File: src/rtl/foot_center_of_pressure_unit_defines.svh
// Assertion macros shared by the center of pressure RTL.
// Included by files that carry concurrent assertions; no other dependencies.
`ifndef FOOT_CENTER_OF_PRESSURE_UNIT_DEFINES_SVH
`define FOOT_CENTER_OF_PRESSURE_UNIT_DEFINES_SVH

// Same-cycle implication, disabled while reset is asserted
`define COP_ASSERT_NOW(label, clk, rst_n, ante, cons, msg) \
    label: assert property (@(posedge clk) disable iff (!(rst_n)) (ante) |-> (cons)) \
        else $error(msg);

// Next-cycle implication, disabled while reset is asserted
`define COP_ASSERT_NEXT(label, clk, rst_n, ante, cons, msg) \
    label: assert property (@(posedge clk) disable iff (!(rst_n)) (ante) |=> (cons)) \
        else $error(msg);

`endif

File: src/rtl/cop_pkg.sv
// Shared types and constants for the foot center of pressure unit.
// No dependencies; imported by the channel interfaces and all modules.
package cop_pkg;

    localparam int NUM_CORNERS = 4;
    localparam int FORCE_W     = 16;
    localparam int COORD_W     = 16;
    localparam int POS_W       = 32;
    localparam int TOTAL_W     = 18;
    localparam int CFG_IDX_W   = 3;
    // signed coordinate times zero-extended force
    localparam int PROD_W      = COORD_W + FORCE_W + 1;
    // sum of four products
    localparam int WSUM_W      = PROD_W + 2;
    // magnitude of the weighted sum
    localparam int MAG_W       = WSUM_W - 1;
    // one quotient bit per division cell
    localparam int NUM_CELLS   = COORD_W;
    localparam int DIV_SHIFT   = NUM_CELLS - 1;
    localparam logic [TOTAL_W-1:0] THRESHOLD_RESET = TOTAL_W'(50);

    typedef enum logic [CFG_IDX_W-1:0] {
        CFG_CORNER0   = 3'd0,
        CFG_CORNER1   = 3'd1,
        CFG_CORNER2   = 3'd2,
        CFG_CORNER3   = 3'd3,
        CFG_THRESHOLD = 3'd4
    } t_cfg_index;

    // Per-item control that rides along the pipeline
    typedef struct packed {
        logic               contact;
        logic [TOTAL_W-1:0] total;
        logic               do_div;
        logic               neg_x;
        logic               neg_y;
    } t_cop_tag;

    // Payload of one division cell
    typedef struct packed {
        t_cop_tag           tag;
        logic [MAG_W-1:0]   rem_x;
        logic [MAG_W-1:0]   rem_y;
        logic [COORD_W-1:0] quo_x;
        logic [COORD_W-1:0] quo_y;
    } t_cop_div;

endpackage

File: src/rtl/cop_div_cell.sv
// One restoring-division cell: settles one quotient bit for x and for y.
// Depends on cop_pkg; chained NUM_CELLS deep in the top level.
module cop_div_cell import cop_pkg::*; (
    input  logic     i_clk,
    input  logic     i_rst_n,
    input  logic     i_adv,
    input  logic     i_valid,
    input  t_cop_div i_stage,
    output logic     o_valid,
    output t_cop_div o_stage
);

    logic             r_valid;
    t_cop_div         r_stage;
    t_cop_div         n_stage;
    logic [MAG_W:0]   w_dshift;
    logic [MAG_W:0]   w_trial_x;
    logic [MAG_W:0]   w_trial_y;
    logic [MAG_W-1:0] w_keep_x;
    logic [MAG_W-1:0] w_keep_y;

    // Trial subtract of the divisor aligned to the top quotient bit
    assign w_dshift  = (MAG_W + 1)'({i_stage.tag.total, DIV_SHIFT'(0)});
    assign w_trial_x = {1'b0, i_stage.rem_x} - w_dshift;
    assign w_trial_y = {1'b0, i_stage.rem_y} - w_dshift;
    assign w_keep_x  = w_trial_x[MAG_W] ? i_stage.rem_x : w_trial_x[MAG_W-1:0];
    assign w_keep_y  = w_trial_y[MAG_W] ? i_stage.rem_y : w_trial_y[MAG_W-1:0];

    // Shift remainder and quotient one place
    always_comb begin
        n_stage       = i_stage;
        n_stage.rem_x = {w_keep_x[MAG_W-2:0], 1'b0};
        n_stage.rem_y = {w_keep_y[MAG_W-2:0], 1'b0};
        n_stage.quo_x = {i_stage.quo_x[COORD_W-2:0], !w_trial_x[MAG_W]};
        n_stage.quo_y = {i_stage.quo_y[COORD_W-2:0], !w_trial_y[MAG_W]};
    end

    always_ff @(posedge i_clk) begin
        if (!i_rst_n) begin
            r_valid <= 1'b0;
        end else if (i_adv) begin
            r_valid <= i_valid;
        end
    end

    always_ff @(posedge i_clk) begin
        if (i_adv) begin
            r_stage <= n_stage;
        end
    end

    assign o_valid = r_valid;
    assign o_stage = r_stage;

endmodule

File: config.mk
export PLATFORM = sky130hd
export DESIGN_NAME = cop_div_cell
export DESIGN_NICKNAME = d
export VERILOG_FILES = /design/src/rtl/foot_center_of_pressure_unit_defines.svh /design/src/rtl/cop_pkg.sv /design/src/rtl/cop_div_cell.sv
export SDC_FILE = /design/constraint.sdc
export NUM_CORES = 1
export LEC_CHECK = 0
export ABC_AREA = 1
export ABC_CLOCK_PERIOD_IN_PS = 2300
export BUFFER_PORTS_ARGS = -buffer_cell sky130_fd_sc_hd__buf_4
export CELL_PAD_IN_SITES_DETAIL_PLACEMENT = 1
export CELL_PAD_IN_SITES_GLOBAL_PLACEMENT = 1
export CORE_MARGIN = 10
export CORE_UTILIZATION = 37
export CTS_CLUSTER_SIZE = 24
export DETAILED_ROUTE_END_ITERATION = 10
export PLACE_DENSITY_LB_ADDON = 0.1
export SYNTH_ARGS = -nofsm -noshare
export SYNTH_HDL_FRONTEND = slang
export SYNTH_SLANG_ARGS = --single-unit
File: constraint.sdc
create_clock -name i_clk -period 2.3 [get_ports i_clk]
set_input_delay 0.46 -clock i_clk [delete_from_list [all_inputs] [get_ports i_clk]]
set_output_delay 0.46 -clock i_clk [all_outputs]
set_load 0.005 [all_outputs]
==> impl_metrics.env, run 1 <==
export IMPL_synth_top_cell_area_share_pct=55.4
export IMPL_synth_xor_area_share_pct=2.16
export IMPL_grtUsageTotal_pct=19.1
export IMPL_synth_yosys_seq_area_share_pct=55.8
export IMPL_hold_viol=0
export IMPL_setup_worst_path_class="in2reg"
export IMPL_synth_top_area_cell="edfxtp_1"
export IMPL_synth_top_family_by_area="simple AND/OR/NAND/NOR gates"
export IMPL_synthMuxAreaShare_pct=0
export IMPL_final_common_cell="buf_4"
export IMPL_pwr_share_comb_pct=20.8
export IMPL_ys_warn_count=0
export IMPL_finalPower_mw=7.17
export IMPL_crit_buf_inv=3
export IMPL_wirelength_mm=22.5
export IMPL_drive_gt1_share_pct=37.0
export IMPL_p_sw_share_pct=25.5
export IMPL_cp_required_ps=2460
export IMPL_synth_distinct_cells=33
export IMPL_synthCells=643
export IMPL_cp_data_arrival_time_ps=2080
export IMPL_avgSynthCellArea_sq_um=10.1
export IMPL_finalCriticalPeriod_ps=1920
export IMPL_die_h_um=153
export IMPL_hpwlAfterDp_mm=18.5
export IMPL_place_port_buffers=244
export IMPL_max_stage_delay_ps=290
export IMPL_path_clk_slew_ps=60
export IMPL_synth_fa_ha_area_share_pct=7.55
export IMPL_seqPwrFrac_pct=38.5
export IMPL_htreeDepth=4
export IMPL_synth_compound_area_share_pct=5.12
export IMPL_design_core_area_sq_um=17200
export IMPL_start_util_pct=37.7
export IMPL_drv_cap=0
export IMPL_drv_slew=0
export IMPL_startpoint_type="primary input"
export IMPL_worst_path_max_fanout=22
export IMPL_clock_fmax_mhz=522
export IMPL_cts_buffers=17
export IMPL_post_drt_wl_per_cell_um=19.1
export IMPL_grt_max_degree=49
export IMPL_rsz0062_at_grt="no"
export IMPL_root_buffer="clkbuf_16"
export IMPL_worstSkewPairLatency_ps=410
export IMPL_fin_tns_setup_ps=0
export IMPL_globalplace_congestion=0.858
export IMPL_cp_top_family="simple AND/OR/NAND/NOR gates"
export IMPL_rows=48
export IMPL_die_x_um=153
export IMPL_outcome="completed"
export IMPL_critPathCaptureType="flip-flop"
export IMPL_setup_viol=0
export IMPL_total_leakage_power_nw=4.59
export IMPL_fillCellCount=1940
export IMPL_synthToLayoutAreaGrowth_pct=46.5
export IMPL_fin_skew_ps=0
export IMPL_pin_count=249
export IMPL_regArea_sq_um=3620
export IMPL_drc=0
export IMPL_period_share_pct=83.3
export IMPL_final_cell_mix="buf_4 (281), nand2_1 (175), edfxtp_1 (120)"
export IMPL_grt_first_pass_wirelength_mm=35.1
export IMPL_critPathSlowestCell="ha_1"
export IMPL_grt_pass1_vias=6265
export IMPL_post_cts_buffers=0
export IMPL_antenna_found_initial=0
export IMPL_cts_tree="yes"
export IMPL_vias=5683
export IMPL_p_int_mw=5.35
export IMPL_drtPass1Iterations=4
export IMPL_multi_input_area_sq_um=2440
export IMPL_power_density_nw_per_um2=753
export IMPL_power_switching_mw=1.83
export IMPL_synth_cell_area_sq_um=6500
export IMPL_dieArea_sq_um=23300
export IMPL_clkPwrFrac_pct=40.7
export IMPL_postCtsHoldBufs=0
export IMPL_postRouteAntennaNets=0
export IMPL_grt_overflow_total=0
export IMPL_yosys_top_cells_area="edfxtp_1 (55%), nand2_1 (10%), ha_1 (6.9%), inv_1 (5.4%), nand3_2 (2.8%)"
export IMPL_cts_sinks=121
export IMPL_yosys_register_bits=121
export IMPL_layout_nets=1104
export IMPL_cts_repair_resized=0
export IMPL_hp_class="in2reg"
export IMPL_synth_simple_area_share_pct=22.6
export IMPL_path_cells="buf_4, inv_1, ha_1, nand2_1, nor2_1, nor2_1, nand3b_4, nand3_2, buf_12, nand2_1, o21ai_0"
export IMPL_drtIter0Drc=228
export IMPL_clk_path_buf_depth=2
export IMPL_viasPerCell=4.82
export IMPL_diodes=0
export IMPL_irDropWorstVdd_mv=0.493
[stage by stage]
stage / area (sq um) / hold slack, ps / util, % / setup slack, ps / cells
after floorplan: 6500 / 525 / - / 157 / 644
after global placement: 8890 / 527 / 51.6 / -31.1 / 1146
after detailed placement: 8890 / 548 / 51.6 / -87.8 / 1146
after CTS: 9520 / 194 / 55.2 / 358 / 1178
after global routing: 9520 / 196 / 55.2 / 236 / 1178
final: 9520 / 216 / 55.2 / 383 / 1178
[cell type report]
type / count / area share (%)
inverter: 93 / 3.67
sequential: 121 / 38.1
timing repair buffer: 285 / 23.0
clock buffer: 21 / 4.63
multi-input combinational: 422 / 25.7
tap: 225 / 2.96
clock inverter: 11 / 2.05
[logic make-up (layout without fill, tap and decap cells)]
logic type	after synthesis	count (layout)
adders and majority gates	38	38
and+or+nand+nor	305	305
buffers and inverters	101	410
other	1	2
xor gates and xnor gates	16	16
DFF	121	121
AOI/OAI and AO/OA	61	61
[worst paths after layout]
check / slack, ps / cells past startpoint / from / endpoint
worst max-delay path: 380 / 11 / i_stage[104] / o_stage[52]
worst min-delay path: 220 / 1 / i_stage[33] / o_stage[34]
worst max register to register: 1660 / 2 / o_valid / o_valid
worst min register to register: 560 / 2 / o_valid / o_valid
[sequential cells by signal (all words and copies together), names as in the netlist]
| name | flops |
|---|---|
| o_stage | 120 |
| o_valid | 1 |
[routing by layer]
| layer | routed length (um) | vias to the layer above | global-route usage (%) |
|---|---|---|---|
| li1 | - | 2766 | - |
| met1 | 9200 | 2734 | 21.4 |
| met2 | 11900 | 162 | 35.3 |
| met3 | 1020 | 21 | 4.21 |
| met4 | 349 | 0 | 5.95 |
| met5 | 0 | - | 0 |
[synthesized netlist by cell type]
master	instances
nor3_4	2
o21ai_0	27
nor2_1	32
o21bai_1	2
clkbuf_2	2
a21oi_2	4
nor2_2	3
xor2_1	15
buf_6	2
dfxtp_1	1
nand3_1	29
buf_12	2
inv_1	93
and2_1	2
nand4_1	18
nand2_1	175
o21ai_1	2
nand3b_4	1
nand3b_1	7
o21ai_2	2
buf_4	2
nand3_4	1
nor3_1	8
nand2_2	6
xnor2_1	1
a21oi_1	24
edfxtp_1	120
nand3_2	18
nor3_2	1
and2_2	2
ha_1	36
fa_1	2
conb_1	1
[power by group through the flow]
stage	clock network, mW	logic (mW)	registers [mW]
after floorplan	0	0.624	2.83
after global placement	0	1.47	2.79
after detailed placement	0	1.52	2.81
after CTS	2.99	1.53	2.77
after global routing	3.08	1.67	2.78
final	2.92	1.49	2.76
Note: power is estimated with default switching activity, not from simulation.
==> run 2: changes to the inputs <==
--- a/config.mk
+++ b/config.mk
@@ -5,13 +5,13 @@
 export SDC_FILE = /design/constraint.sdc
 export NUM_CORES = 1
 export LEC_CHECK = 0
-export ABC_AREA = 1
-export ABC_CLOCK_PERIOD_IN_PS = 2300
+export ABC_AREA = 0
+export ABC_CLOCK_PERIOD_IN_PS = 1700
 export BUFFER_PORTS_ARGS = -buffer_cell sky130_fd_sc_hd__buf_4
 export CELL_PAD_IN_SITES_DETAIL_PLACEMENT = 1
 export CELL_PAD_IN_SITES_GLOBAL_PLACEMENT = 1
 export CORE_MARGIN = 10
-export CORE_UTILIZATION = 37
+export CORE_UTILIZATION = 34
 export CTS_CLUSTER_SIZE = 24
 export DETAILED_ROUTE_END_ITERATION = 10
 export PLACE_DENSITY_LB_ADDON = 0.1
==> constraint.sdc (replaced) <==
create_clock -name i_clk -period 1.7 [get_ports i_clk]
set_input_delay 0.34 -clock i_clk [delete_from_list [all_inputs] [get_ports i_clk]]
set_output_delay 0.34 -clock i_clk [all_outputs]
set_load 0.005 [all_outputs]
==> impl_metrics.env, run 2 <==
export IMPL_ys_warn_count=0
export IMPL_grtUsageTotal_pct=19.1
export IMPL_synth_yosys_seq_area_share_pct=57.6
export IMPL_rsz0062_at_grt="yes"
export IMPL_synth_top_cell_area_share_pct=57.3
export IMPL_async_flop_share_pct=0
export IMPL_yosys_top_cells_area="edfxtp_1 (57%), ha_1 (7.2%), mux2_2 (3.0%), xnor2_1 (2.1%), o21ai_0 (2.1%)"
export IMPL_violations="setup timing"
export IMPL_crit_buf_inv=5
export IMPL_layout_nets=1045
export IMPL_synth_cell_area_sq_um=6290
export IMPL_drv_slew=0
export IMPL_min_from="i_stage[101]"
export IMPL_grt_pass1_vias=6170
export IMPL_irDropWorstVdd_mv=0.690
export IMPL_dieArea_sq_um=24300
export IMPL_path_clk_slew_ps=60
export IMPL_grt_max_degree=71
export IMPL_globalplace_congestion=0.868
export IMPL_critPathSlowestCell="mux2_4"
export IMPL_synth_edf_count=120
export IMPL_post_drt_wl_per_cell_um=21.8
export IMPL_setup_slack_ps=-541
export IMPL_cts_buffers=17
export IMPL_synthToLayoutAreaGrowth_pct=71.3
export IMPL_place_area_sq_um=9440
export IMPL_place_port_buffers=244
export IMPL_setup_worst_path_class="in2reg"
export IMPL_hold_path_end="o_stage[101]"
export IMPL_postCtsHoldBufs=0
export IMPL_total_leakage_power_nw=4.75
export IMPL_finalCriticalPeriod_ps=2240
export IMPL_rr_endpoint="o_valid"
export IMPL_die_h_um=156
export IMPL_drv_cap=0
export IMPL_pin_count=249
export IMPL_antenna_found_initial=0
export IMPL_wirelength_mm=24.5
export IMPL_critPathCaptureType="flip-flop"
export IMPL_reg2reg_from="o_valid"
export IMPL_rrSetupSlack_ps=1080
export IMPL_yosys_register_bits=121
export IMPL_drc=0
export IMPL_diodes=0
export IMPL_cts_tree="yes"
export IMPL_postRouteAntennaNets=0
export IMPL_startpoint_type="primary input"
export IMPL_clk_path_buf_depth=2
export IMPL_r2r_cells=2
export IMPL_cp_top_family="buffers and inverters"
export IMPL_timing_hold_ws_ps=104
export IMPL_yosysMostFrequentCell="edfxtp_1"
export IMPL_synthCells=478
export IMPL_fin_skew_ps=0
export IMPL_worstSkewPairLatency_ps=410
export IMPL_period_share_pct=132
export IMPL_largest_reg_flops=120
export IMPL_fin_area_sq_um=10800
export IMPL_hold_viol=0
export IMPL_power_density_nw_per_um2=950
export IMPL_clock_fmax_mhz=446
export IMPL_drive_gt1_share_pct=60.4
export IMPL_vias=5612
export IMPL_hpwlAfterDp_mm=18.9
export IMPL_htreeDepth=4
export IMPL_grt_overflow_total=0
export IMPL_final_common_cell="buf_4"
export IMPL_path_cells="buf_8, clkinvlp_4, buf_6, ha_4, nor2b_4, o2111ai_4, a21oi_2, nor2_2, o211a_1, inv_4, clkbuf_16, mux2_4"
export IMPL_max_stage_delay_ps=300
export IMPL_root_buffer="clkbuf_16"
export IMPL_synthFlopType="edfxtp_1"
export IMPL_cts_sinks=121
export IMPL_drtIter0Drc=256
export IMPL_outcome="finished with violations"
export IMPL_avgSynthCellArea_sq_um=13.2
export IMPL_design_core_area_sq_um=18100
export IMPL_worst_path_max_fanout=6
export IMPL_synth_top_area_cell="edfxtp_1"
export IMPL_cp_required_ps=1860
export IMPL_viasPerCell=5.00
export IMPL_fillCellCount=1854
export IMPL_final_cell_mix="buf_4 (373), edfxtp_1 (120), mux2_4 (28)"
export IMPL_synth_common_cells="edfxtp_1 (120), ha_1 (36), inv_1 (30)"
export IMPL_drtPass1Iterations=5
export IMPL_hp_class="in2reg"
export IMPL_grt_first_pass_wirelength_mm=36.0
export IMPL_die_x_um=156
export IMPL_start_util_pct=34.8
export IMPL_synth_distinct_cells=63
export IMPL_rows=49
export IMPL_cp_data_arrival_time_ps=2400
export IMPL_holdPathStages=1
export IMPL_setup_viol=38
[run 2: cell types whose count changed after synthesis, sizes merged, moves of 10 or more]
cell,previous run,this run
a211oi,0,10
xnor2,1,15
inv,93,31
nand3,48,6
mux2,0,30
a21o,0,12
nand4,18,4
nand2,181,22
[run 2: kinds of logic after synthesis]
family | Yosys count | synth area share, %
AOI/OAI and AO/OA | 124 | 14.3
xor gates and xnor gates | 21 | 2.92
adders and majority gates | 38 | 7.80
buffers and inverters | 42 | 3.32
DFF | 121 | 57.6
muxes | 33 | 6.15
other | 1 | 0.0596
and+or+nand+nor | 98 | 7.84
[run 2: layout make-up]
cell class | count | area (sq um) | area share [%]
clock buffers | 17 | 425 | 3.95
clock inverters | 14 | 173 | 1.60
inverters | 31 | 128 | 1.18
multi-input cells | 316 | 3030 | 28.2
flip-flops and latches | 121 | 3620 | 33.6
well taps | 229 | 287 | 2.66
repair buffers | 394 | 3110 | 28.8
[run 2: metrics by stage]
step,power (mW),instances,setup slack (ps),utilization [%],setup TNS (ps)
2_1_floorplan,4.78,479,-730,-,-23200
3_3_place_gp,6.14,1070,-1000,52.2,-33500
3_5_place_dp,6.22,1070,-1030,52.2,-35440
4_1_cts,10.2,1115,-549,57.8,-17790
5_1_grt,10.7,1122,-594,59.6,-18640
6_report,10.2,1122,-541,59.6,-16450
[run 2: worst register-to-register path, stage by stage, from the launching register on]
cell     delay (ps)
dfxtp_1         310
mux2i_1         150
nor2b_1          60
[run 2: routing by layer]
metal,up-vias,track usage (%),wire (um)
met1,2759,20.9,9390
met5,-,0,0
met2,191,34.5,12800
met4,0,5.44,447
met3,26,6.26,1860
li1,2636,-,-
[run 2: worst max path at each step]
| stage | startpoint | endpoint | slack, ps | depth (start not counted) |
|---|---|---|---|---|
| floorplan | i_stage[104] | o_stage[92] | -730 | 10 |
| global placement | i_stage[81] | o_stage[98] | -1000 | 11 |
| detailed placement | i_stage[47] | o_stage[64] | -1030 | 11 |
| CTS | i_stage[104] | o_stage[86] | -550 | 11 |
| global route | i_stage[47] | o_stage[54] | -590 | 12 |
| finish | i_stage[104] | o_stage[60] | -540 | 12 |
[run 2: what timing repair did]
action | 4_1_cts | 5_1_grt
pin swaps | 19 | 34
buffers inserted | 16 | 6
gates resized for setup | 67 | 59
gates cloned | 0 | 1
setup endpoints to repair | 38 | 38
[run 2: report_power, final]
| part | switching [mW] | internal, mW |
|---|---|---|
| sequential | 0.0930 | 3.66 |
| combinational | 1.21 | 1.58 |
| clock | 1.39 | 2.30 |
==> run 3: changes to the inputs <==
--- a/config.mk
+++ b/config.mk
@@ -8,13 +8,11 @@
 export ABC_AREA = 0
 export ABC_CLOCK_PERIOD_IN_PS = 1700
 export BUFFER_PORTS_ARGS = -buffer_cell sky130_fd_sc_hd__buf_4
-export CELL_PAD_IN_SITES_DETAIL_PLACEMENT = 1
-export CELL_PAD_IN_SITES_GLOBAL_PLACEMENT = 1
 export CORE_MARGIN = 10
-export CORE_UTILIZATION = 34
+export CORE_UTILIZATION = 44
 export CTS_CLUSTER_SIZE = 24
 export DETAILED_ROUTE_END_ITERATION = 10
-export PLACE_DENSITY_LB_ADDON = 0.1
+export PLACE_DENSITY = 0.76
 export SYNTH_ARGS = -nofsm -noshare
 export SYNTH_HDL_FRONTEND = slang
 export SYNTH_SLANG_ARGS = --single-unit
==> impl_metrics.env, run 3 (synthesis results as in run 2) <==
export IMPL_die_h_um=140
export IMPL_fin_area_sq_um=11500
export IMPL_htreeDepth=4
export IMPL_pin_count=249
export IMPL_crit_path_frequent_cell="buf_4"
export IMPL_drtIter0Drc=355
export IMPL_layout_nets=1066
export IMPL_globalplace_congestion=0.930
export IMPL_critPathSlowestCell="fa_2"
export IMPL_final_cell_mix="buf_4 (374), edfxtp_1 (120), buf_6 (30)"
export IMPL_path_clk_slew_ps=60
export IMPL_place_ws_ps=-1070
export IMPL_worst_pin_slew_ps=520
export IMPL_drc=0
export IMPL_irDropWorstVdd_mv=0.576
export IMPL_critPathCaptureType="flip-flop"
export IMPL_drtPass1Iterations=4
export IMPL_design_core_area_sq_um=13900
export IMPL_postCtsHoldBufs=0
export IMPL_seqPwrFrac_pct=34.6
export IMPL_startpoint_type="primary input"
export IMPL_cp_required_ps=1870
export IMPL_pwr_share_comb_pct=28.4
export IMPL_slew_headroom_pct=64.9
export IMPL_hp_class="in2reg"
export IMPL_max_stage_delay_ps=380
export IMPL_hold_path_end="o_stage[5]"
export IMPL_grtUsageTotal_pct=23.4
export IMPL_path_cells="buf_6, inv_4, ha_4, inv_4, fa_2, buf_4, buf_4, buf_4, a21o_1, a211oi_2, nor2_1, mux2_4"
export IMPL_grt_pass1_vias=6152
export IMPL_holdPathStages=1
export IMPL_grt_first_pass_wirelength_mm=35.8
export IMPL_drv_cap=0
export IMPL_start_util_pct=45.1
export IMPL_die_x_um=140
export IMPL_p_int_mw=8.00
export IMPL_worstSkewPairLatency_ps=410
export IMPL_vias=5941
export IMPL_power_density_nw_per_um2=947
export IMPL_grt_max_degree=36
export IMPL_reg2reg_from="o_valid"
export IMPL_grt_overflow_total=0
export IMPL_outcome="finished with violations"
export IMPL_period_share_pct=123
export IMPL_drv_slew=0
export IMPL_cts_buffers=17
export IMPL_root_buffer="clkbuf_16"
export IMPL_synthToLayoutAreaGrowth_pct=82.3
export IMPL_setup_viol=38
export IMPL_total_leakage_power_nw=4.94
export IMPL_clkPwrFrac_pct=37.0
export IMPL_dieArea_sq_um=19500
export IMPL_fin_skew_ps=0
export IMPL_viasPerCell=5.43
export IMPL_drive_gt1_share_pct=66.5
export IMPL_setup_slack_ps=-387
export IMPL_hpwlAfterDp_mm=17.2
export IMPL_worst_path_max_fanout=2
export IMPL_cts_tree="yes"
export IMPL_min_from="i_stage[4]"
export IMPL_rr_endpoint="o_valid"
export IMPL_r2r_cells=2
export IMPL_rsz0062_at_grt="yes"
export IMPL_antenna_found_initial=0
export IMPL_p_sw_share_pct=26.3
export IMPL_hold_viol=0
export IMPL_largest_reg_flops=120
export IMPL_cp_data_arrival_time_ps=2250
export IMPL_finalCriticalPeriod_ps=2090
export IMPL_postRouteAntennaNets=0
export IMPL_violations="setup timing"
export IMPL_clk_path_buf_depth=2
export IMPL_setup_worst_path_class="in2reg"
export IMPL_clock_fmax_mhz=479
export IMPL_final_common_cell="buf_4"
export IMPL_place_area_sq_um=9420
export IMPL_power_switching_mw=2.85
export IMPL_rrSetupSlack_ps=1100
export IMPL_diodes=0
export IMPL_place_port_buffers=244
export IMPL_wirelength_mm=25.2
export IMPL_cts_sinks=121
export IMPL_post_drt_wl_per_cell_um=23.0
export IMPL_rows=43
## run 3: what timing repair did
action                     CTS  global route
cloned                       2             0
resized for setup          143           106
setup endpoints to repair   38            38
buffers inserted            15            22
pin swaps                   27            56
## run 3: final cells by class
type / instances / area [sq um]
Timing Repair inverter: 1 / 11.3
Fill cell: 740 / 2470
Multi-Input combinational cell: 316 / 3450
Timing Repair Buffer: 414 / 3330
Inverter: 31 / 184
Tap cell: 180 / 225
Sequential cell: 121 / 3620
Clock inverter: 14 / 221
Clock buffer: 17 / 425
## run 3: metal layers
layer	global-route usage, %	up-vias	routed length (um)
li1	-	2685	-
met1	26.1	2925	9480
met2	42.3	290	13200
met3	6.70	41	2020
met5	0	-	0
met4	6.96	0	546
## run 3: worst max-delay path by stage
stage                            start     endpoint  slack, ps  cells past startpoint
after floorplan           i_stage[104]  o_stage[92]       -730                     10
after global placement     i_stage[81]  o_stage[98]       -970                     11
after detailed placement   i_stage[81]  o_stage[98]      -1070                     11
after CTS                 i_stage[104]  o_stage[84]       -400                     11
after global routing       i_stage[47]  o_stage[54]       -440                     12
final                      i_stage[47]  o_stage[52]       -390                     12
## run 3: through the flow
stage | total power, mW | hold slack (ps) | utilization, % | instances | setup TNS (ps)
6_report | 10.9 | 98.8 | 82.3 | 1094 | -10940
2_1_floorplan | 4.78 | 439 | - | 479 | -23200
3_5_place_dp | 6.18 | 519 | 67.6 | 1027 | -34700
5_1_grt | 11.2 | 85.0 | 82.3 | 1094 | -12620
4_1_cts | 10.6 | 84.7 | 77.9 | 1075 | -10600
3_3_place_gp | 6.12 | 514 | 67.6 | 1027 | -32720
## run 3: worst max-delay path: cells and delay by family
family | cells | cell delay [ps]
fa+ha+maj | 2 | 520
mux | 1 | 270
simple gates | 1 | 90
compound gates | 2 | 440
buf+inv | 6 | 610
## run 3: power by group through the flow
stage               clock network (mW)  logic (mW)  registers, mW
floorplan                            0       0.944           3.84
global placement                     0        2.31           3.80
detailed placement                   0        2.36           3.81
CTS                               4.04        2.75           3.76
global route                      4.18        3.26           3.79
finish                            4.02        3.08           3.76
